--- src/design/dffd_pkg.sv ---
package dffd_pkg;

  localparam int MANT_BITS = 96;
  localparam int MAX_SCALE = 28;
  // wide enough for 10^(MAX_SCALE-1)
  localparam int DIV_BITS  = 90;
  localparam int REM_BITS  = DIV_BITS + 1;
  localparam int RADIX     = 10;
  localparam int DIGIT_W   = 4;
  localparam int BIT_CNT_W = $clog2(MANT_BITS);
  localparam int TEN_CNT_W = $clog2(MAX_SCALE + 1);

  typedef struct packed {
    logic load;
    logic ten_step;
    logic div_step;
    logic publish;
  } cmd_t;

  typedef struct packed {
    logic special;
    logic tens_zero;
    logic bits_zero;
  } stat_t;

endpackage

--- src/design/dffd_datapath.sv ---
module dffd_datapath (
  input  logic                              clk,
  input  logic [63:0]                       mantissa_low,
  input  logic [31:0]                       mantissa_high,
  input  logic [7:0]                        scale,
  input  dffd_pkg::cmd_t                    cmd,
  output dffd_pkg::stat_t                   stat,
  output logic [dffd_pkg::DIGIT_W-1:0]      digit,
  output logic                              scale_error
);
  import dffd_pkg::*;

  logic [MANT_BITS-1:0] mant;
  logic [DIV_BITS-1:0]  divisor;
  logic [DIV_BITS-1:0]  rem;
  logic [DIGIT_W-1:0]   acc;
  logic                 err;
  logic                 special;
  logic [TEN_CNT_W-1:0] tens_left;
  logic [BIT_CNT_W-1:0] bits_left;

  logic [95:0]          mant_in;
  logic [7:0]           tens_load;
  logic                 over;
  logic [REM_BITS-1:0]  rem_shift;
  logic [REM_BITS-1:0]  rem_sub;
  logic                 ge;
  logic [DIV_BITS-1:0]  rem_next;
  logic [DIV_BITS-1:0]  divisor_next;
  logic [DIGIT_W:0]     acc_dbl;
  logic [DIGIT_W:0]     acc_sub;
  logic [DIGIT_W-1:0]   acc_next;

  assign mant_in   = {mantissa_high, mantissa_low};
  assign tens_load = scale - 8'd1;
  assign over      = scale > 8'(MAX_SCALE);

  assign rem_shift = {rem, mant[MANT_BITS-1]};
  assign ge        = rem_shift >= {1'b0, divisor};
  assign rem_sub   = rem_shift - {1'b0, divisor};
  assign rem_next  = ge ? rem_sub[DIV_BITS-1:0] : rem_shift[DIV_BITS-1:0];

  assign divisor_next = (divisor << 3) + (divisor << 1);

  // quotient bits arrive MSB first, so the residue mod ten is kept as they come
  assign acc_dbl  = {acc, ge};
  assign acc_sub  = acc_dbl - (DIGIT_W + 1)'(RADIX);
  assign acc_next = (acc_dbl >= (DIGIT_W + 1)'(RADIX)) ? acc_sub[DIGIT_W-1:0]
                                                        : acc_dbl[DIGIT_W-1:0];

  assign stat.special   = special;
  assign stat.tens_zero = tens_left == '0;
  assign stat.bits_zero = bits_left == '0;

  always_ff @(posedge clk) begin
    if (cmd.load) begin
      mant      <= mant_in[MANT_BITS-1:0];
      divisor   <= DIV_BITS'(1);
      rem       <= '0;
      acc       <= '0;
      err       <= over;
      special   <= over || (scale == 8'd0);
      tens_left <= tens_load[TEN_CNT_W-1:0];
      bits_left <= BIT_CNT_W'(MANT_BITS - 1);
    end else if (cmd.ten_step) begin
      divisor   <= divisor_next;
      tens_left <= tens_left - TEN_CNT_W'(1);
    end else if (cmd.div_step) begin
      rem       <= rem_next;
      mant      <= {mant[MANT_BITS-2:0], 1'b0};
      acc       <= acc_next;
      bits_left <= bits_left - BIT_CNT_W'(1);
    end
  end

  always_ff @(posedge clk) begin
    if (cmd.publish) begin
      digit       <= acc;
      scale_error <= err;
    end
  end

endmodule

--- src/design/dffd_ctrl.sv ---
module dffd_ctrl (
  input  logic            clk,
  input  logic            rst,
  input  logic            in_valid,
  output logic            in_stall,
  output logic            out_valid,
  input  logic            out_stall,
  input  dffd_pkg::stat_t stat,
  output dffd_pkg::cmd_t  cmd
);
  import dffd_pkg::*;

  localparam logic [1:0] S_IDLE   = 2'd0;
  localparam logic [1:0] S_TENS   = 2'd1;
  localparam logic [1:0] S_DIVIDE = 2'd2;
  localparam logic [1:0] S_FINISH = 2'd3;

  logic [1:0] state;
  logic [1:0] state_next;

  assign in_stall = state != S_IDLE;

  always_comb begin
    cmd        = '0;
    state_next = state;
    unique case (state)
      S_IDLE: begin
        if (in_valid) begin
          cmd.load   = 1'b1;
          state_next = S_TENS;
        end
      end
      S_TENS: begin
        if (stat.special) begin
          state_next = S_FINISH;
        end else if (stat.tens_zero) begin
          state_next = S_DIVIDE;
        end else begin
          cmd.ten_step = 1'b1;
        end
      end
      S_DIVIDE: begin
        cmd.div_step = 1'b1;
        if (stat.bits_zero) begin
          state_next = S_FINISH;
        end
      end
      S_FINISH: begin
        // hold until the output register is free
        if (!out_valid || !out_stall) begin
          cmd.publish = 1'b1;
          state_next  = S_IDLE;
        end
      end
      default: state_next = S_IDLE;
    endcase
  end

  always_ff @(posedge clk) begin
    if (rst) begin
      state     <= S_IDLE;
      out_valid <= 1'b0;
    end else begin
      state <= state_next;
      if (cmd.publish) begin
        out_valid <= 1'b1;
      end else if (!out_stall) begin
        out_valid <= 1'b0;
      end
    end
  end

endmodule

--- src/design/decimal_first_fraction_digit.sv ---
// First fraction digit of a scaled decimal value mantissa / 10^scale.
// Input channel: in_valid / in_stall with mantissa_low, mantissa_high, scale
// and sign; a transaction completes when in_valid is high and in_stall low.
// Output channel: out_valid / out_stall with digit and scale_error.
// sign does not affect the digit.
// One transaction is worked on at a time. The divisor 10^(scale-1) is built
// by one times-ten step a cycle, then the restoring division runs one
// quotient bit a cycle over the whole 96-bit mantissa while the quotient
// residue mod ten is tracked. Scale 0 or above 28 skips both phases and
// yields digit 0, with scale_error set only for scale above 28.
// A new input is taken the cycle after the result is loaded into the output
// register. A stalled result stays in the output register; the next
// transaction may be accepted and processed meanwhile, and waits at its end
// until the register is free. Synchronous reset empties the output register
// and returns the controller to idle.
module decimal_first_fraction_digit (
  input  logic        clk,
  input  logic        rst,
  input  logic        in_valid,
  output logic        in_stall,
  input  logic [63:0] mantissa_low,
  input  logic [31:0] mantissa_high,
  input  logic [7:0]  scale,
  input  logic        sign,
  output logic        out_valid,
  input  logic        out_stall,
  output logic [3:0]  digit,
  output logic        scale_error
);
  import dffd_pkg::*;

  cmd_t  cmd;
  stat_t stat;

  dffd_ctrl u_ctrl (
    .clk       (clk),
    .rst       (rst),
    .in_valid  (in_valid),
    .in_stall  (in_stall),
    .out_valid (out_valid),
    .out_stall (out_stall),
    .stat      (stat),
    .cmd       (cmd)
  );

  dffd_datapath u_datapath (
    .clk           (clk),
    .mantissa_low  (mantissa_low),
    .mantissa_high (mantissa_high),
    .scale         (scale),
    .cmd           (cmd),
    .stat          (stat),
    .digit         (digit),
    .scale_error   (scale_error)
  );

  a_cmd_onehot: assert property (@(posedge clk) disable iff (rst)
    $onehot0({cmd.load, cmd.ten_step, cmd.div_step, cmd.publish}))
    else $error("more than one datapath command at once");

  a_no_overwrite: assert property (@(posedge clk) disable iff (rst)
    cmd.publish |-> !(out_valid && out_stall))
    else $error("waiting result overwritten");

  a_digit_range: assert property (@(posedge clk) disable iff (rst)
    out_valid |-> digit <= 4'd9)
    else $error("digit out of range");

  a_error_digit: assert property (@(posedge clk) disable iff (rst)
    out_valid && scale_error |-> digit == 4'd0)
    else $error("scale error with non-zero digit");

endmodule
--- config.mk ---
export PLATFORM = sky130hd
export DESIGN_NAME = decimal_first_fraction_digit
export DESIGN_NICKNAME = d
export VERILOG_FILES = /design/src/design/dffd_pkg.sv /design/src/design/dffd_datapath.sv /design/src/design/dffd_ctrl.sv /design/src/design/decimal_first_fraction_digit.sv
export SDC_FILE = /design/constraint.sdc
export NUM_CORES = 1
export LEC_CHECK = 0
export BUFFER_PORTS_ARGS = -buffer_cell sky130_fd_sc_hd__buf_2
export CORE_MARGIN = 5
export CORE_UTILIZATION = 25
export DETAILED_ROUTE_END_ITERATION = 12
export HOLD_SLACK_MARGIN = 0.02
export PLACE_DENSITY = 0.38
export SLEW_MARGIN = 5
export SYNTH_ARGS = -nofsm -noshare
export SYNTH_HDL_FRONTEND = slang
export SYNTH_SLANG_ARGS = --single-unit
--- constraint.sdc ---
create_clock -name clk -period 4.95 [get_ports clk]
set_input_delay 0.2475 -clock clk [delete_from_list [all_inputs] [get_ports clk]]
set_output_delay 0.2475 -clock clk [all_outputs]
set_load 0.02 [all_outputs]
==> impl_metrics.json <==
{
  "syn-num-nets": 3405,
  "core_sq_um": 93330,
  "endpoint_kind": "flop",
  "min_period_ns": 4.597,
  "io_pins": 116,
  "r2r_cells": 16,
  "async_reset_ff_share_pct": 0,
  "numPortBuffers": 114,
  "worstHoldStart": "mantissa_low[0]",
  "worst_pin_slew_ns": 1.043,
  "synth_top_area_cell": "dfxtp_1",
  "gr-usage-all-layers_pct": 15.33,
  "min_period_over_period_pct": 92.87,
  "cp.required_ns": 5.43,
  "cts_setup_buffers": 0,
  "wl_um": 79930,
  "hold_class": "in2reg",
  "synth_top_family_by_area": "compound AO/OA/AOI/OAI gates",
  "die_h_um": 316.8,
  "setup_viol": 0,
  "outcome": "complete, no violations",
  "synthTopCellsByArea": "dfxtp_1, edfxtp_1, ha_1, nand2_1, a21oi_1",
  "place.gp.congestion": 0.8355,
  "clock.fmax_mhz": 217.5,
  "seqCellArea_sq_um": 7127,
  "antenna_cells": 0,
  "hpwl_um": 58990,
  "antenna_found_initial": 1,
  "ant_nets": 0,
  "maxSlewHeadroom_pct": 29.57,
  "hold_end": "u_datapath.mant[0]",
  "max_stage_delay_ns": 0.73,
  "ys_types": 87,
  "row_count": 112,
  "p_per_area_nw_per_um2": 611.9,
  "slowest_stage": "o41ai_1",
  "avgSynthCellArea_sq_um": 7.571,
  "areaGrowthSynthToFinish_pct": 18.01,
  "rsz0062_at_grt": "false",
  "synth_enable_flop_cells": 108,
  "slew_violations": 0,
  "die_x_um": 316.8,
  "synth_compound_area_share_pct": 25.27,
  "drc_errors": 0,
  "multi_input_area_sq_um": 15120,
  "clkLatencyLatePin_ns": 0.58,
  "min_path_cells": 2,
  "synthMuxAreaShare_pct": 0.9036,
  "synth-xor-area-share_pct": 6.028,
  "clkTransAtPathRegs_ns": 0.06,
  "r2r-end": "u_datapath.divisor[85]",
  "synth_flop_cell": "dfxtp_1",
  "peakVddDrop_v": 0.0003454,
  "grt_pass1_vias": 21870,
  "cts_tree": "yes",
  "routed_via_density": 4.900,
  "clockBufferDepth": 3,
  "start_kind": "flop",
  "clock_sinks": 302,
  "wl_per_cell_um": 17.79,
  "cp_max_fo": 4,
  "criticalPathCategory": "reg2reg",
  "reg2reg_from": "u_datapath.divisor[0]",
  "start_util_pct": 25.22,
  "max_cap_violations": 0,
  "ctsRootBufferMaster": "clkbuf_16",
  "dieArea_sq_um": 100400,
  "synthAdderAreaFrac_pct": 10.00,
  "cts_buffers": 41,
  "grt_pass1_wl_um": 125000,
  "final_common_cell": "nand2_1",
  "skew_ns": 0.01885,
  "vias": 22010,
  "synth-simple-area-share_pct": 21.85,
  "regToRegSetupSlack_ns": 0.35,
  "grt_max_degree": 79,
  "firstDrtPassIters": 5,
  "synth-seq-cells": 302,
  "ys_warn_count": 0,
  "cp_cell_sequence": "ha_1, inv_1, fa_1, nand2b_1, a21oi_1, o41ai_1, a21oi_1, o2111ai_1, buf_4, a211oi_1, nor3_2, o21a_1, o221a_2, o21ai_1, and3_1, a2111oi_2",
  "drt_iter0_drc": 1330,
  "fin_setup_tns_ns": 0,
  "gr-total-overflow": 0,
  "leakage_nw": 11.87,
  "synth_top_area_share_pct": 16.50,
  "final_cell_mix": "nand2_1, a21oi_1, nor2_1",
  "utilization_pct": 29.76,
  "final_nets": 3501,
  "syn_area_sq_um": 23540,
  "ys_seq_area_share_pct": 30.28,
  "fillCellCount": 10200,
  "crit_top_cell": "a21oi_1",
  "syn_inst": 3109,
  "cts-htree-levels": 2,
  "drive_above_1_share_pct": 8.122,
  "crit_arrival_ns": 5.07,
  "finalHoldViolations": 0
}
-- cell type report --
class / instances / share of cell area [%]
Inverter: 146 / 2.000
Timing Repair Buffer: 246 / 6.657
Tap cell: 1254 / 5.648
Clock buffer: 49 / 4.018
Sequential cell: 302 / 25.66
Multi-Input combinational cell: 2468 / 54.43
Clock inverter: 27 / 1.594
-- what timing repair did --
item                       4_1_cts  5_1_grt
hold buffers                   100        0
gates resized for setup          0        1
hold endpoints to repair       100        0
setup endpoints to repair        0        1
-- critical path: cells and delay by family (launching register included) --
family | cells | cell delay, ns
AND/OR/NAND/NOR | 3 | 0.78
adder cells (fa/ha/maj) | 2 | 0.43
buffers and inverters | 2 | 0.25
AO/OA/AOI/OAI | 9 | 2.69
flip-flops | 1 | 0.34
-- state kept, by name, indices dropped and copies added (netlist names), 2 cells and up --
| register | flops |
|---|---|
| u_datapath.acc | 4 |
| u_datapath.mant | 96 |
| u_datapath.bits_left | 7 |
| u_ctrl.state | 2 |
| u_datapath.tens_left | 5 |
| u_datapath.divisor | 90 |
| u_datapath.digit | 4 |
| u_datapath.rem | 90 |
-- power by group --
part | leakage [nW] | total, mW | switching, mW | internal (mW)
Sequential | 2.62 | 3.92 | 0.346 | 3.57
Clock | 0.763 | 3.43 | 1.28 | 2.15
Combinational | 8.48 | 9.65 | 6.10 | 3.55
-- cell usage after synthesis, types with 10 or more instances --
cell type / n
nand2_1: 594
a21oi_1: 326
nor2_1: 224
dfxtp_1: 194
ha_1: 185
clkbuf_1: 149
inv_1: 145
o21ai_0: 139
a21o_1: 112
edfxtp_1: 108
xnor2_1: 99
nor3_1: 78
nand4_1: 76
a211oi_1: 66
xor2_1: 63
o21bai_1: 42
o21ai_1: 38
nand3_1: 37
buf_2: 32
a31oi_1: 30
nand2b_1: 30
o21a_1: 29
o22ai_1: 25
nor2b_1: 24
or3_1: 22
and3_1: 20
o211ai_1: 20
mux2i_1: 19
a21boi_0: 11
and4_1: 10
-- routing by layer --
layer | global-route usage, % | vias up | wire length (um)
met5 | 0 | - | 0
met1 | 21.64 | 10360 | 39620
met2 | 25.36 | 344 | 35850
met4 | 2.700 | 0 | 1217
met3 | 2.079 | 68 | 3242
li1 | - | 11240 | -
-- logic make-up (layout without fill, tap and decap cells) --
group | Yosys count | count (layout)
flip-flops | 302 | 302
AO/OA/AOI/OAI | 938 | 938
adder cells (fa/ha/maj) | 187 | 187
AND/OR/NAND/NOR | 1160 | 1160
multiplexers | 21 | 21
buffers and inverters | 339 | 468
XOR/XNOR | 162 | 162
-- per-stage QoR --
stage	hold slack [ns]	instances	setup WS, ns	total power [mW]	cell area, sq um
after global placement	0.4024	4316	0.2691	13.70	25210
after detailed placement	0.4052	4316	0.3323	13.63	25210
final	0.09400	4492	0.3527	17.00	27780
after CTS	0.06704	4492	0.2890	17.27	27770
after global routing	0.05835	4492	0.09565	18.50	27780
after floorplan	0.3199	3109	0.8943	11.15	23540
-- how the worst max path moves through the flow --
stage / slack [ns] / cells after the start / end / from
6_report: 0.35 / 16 / u_datapath.divisor[85] / u_datapath.divisor[0]
4_1_cts: 0.29 / 14 / u_datapath.divisor[86] / u_datapath.divisor[32]
5_1_grt: 0.1 / 16 / u_datapath.divisor[89] / u_datapath.divisor[2]
2_1_floorplan: 0.89 / 7 / u_datapath.mant[0] / u_ctrl.state[0]
3_3_place_gp: 0.27 / 14 / u_datapath.divisor[86] / u_datapath.divisor[32]
3_5_place_dp: 0.33 / 14 / u_datapath.divisor[86] / u_datapath.divisor[32]
No activity file was read; power rests on OpenSTA's default activity.
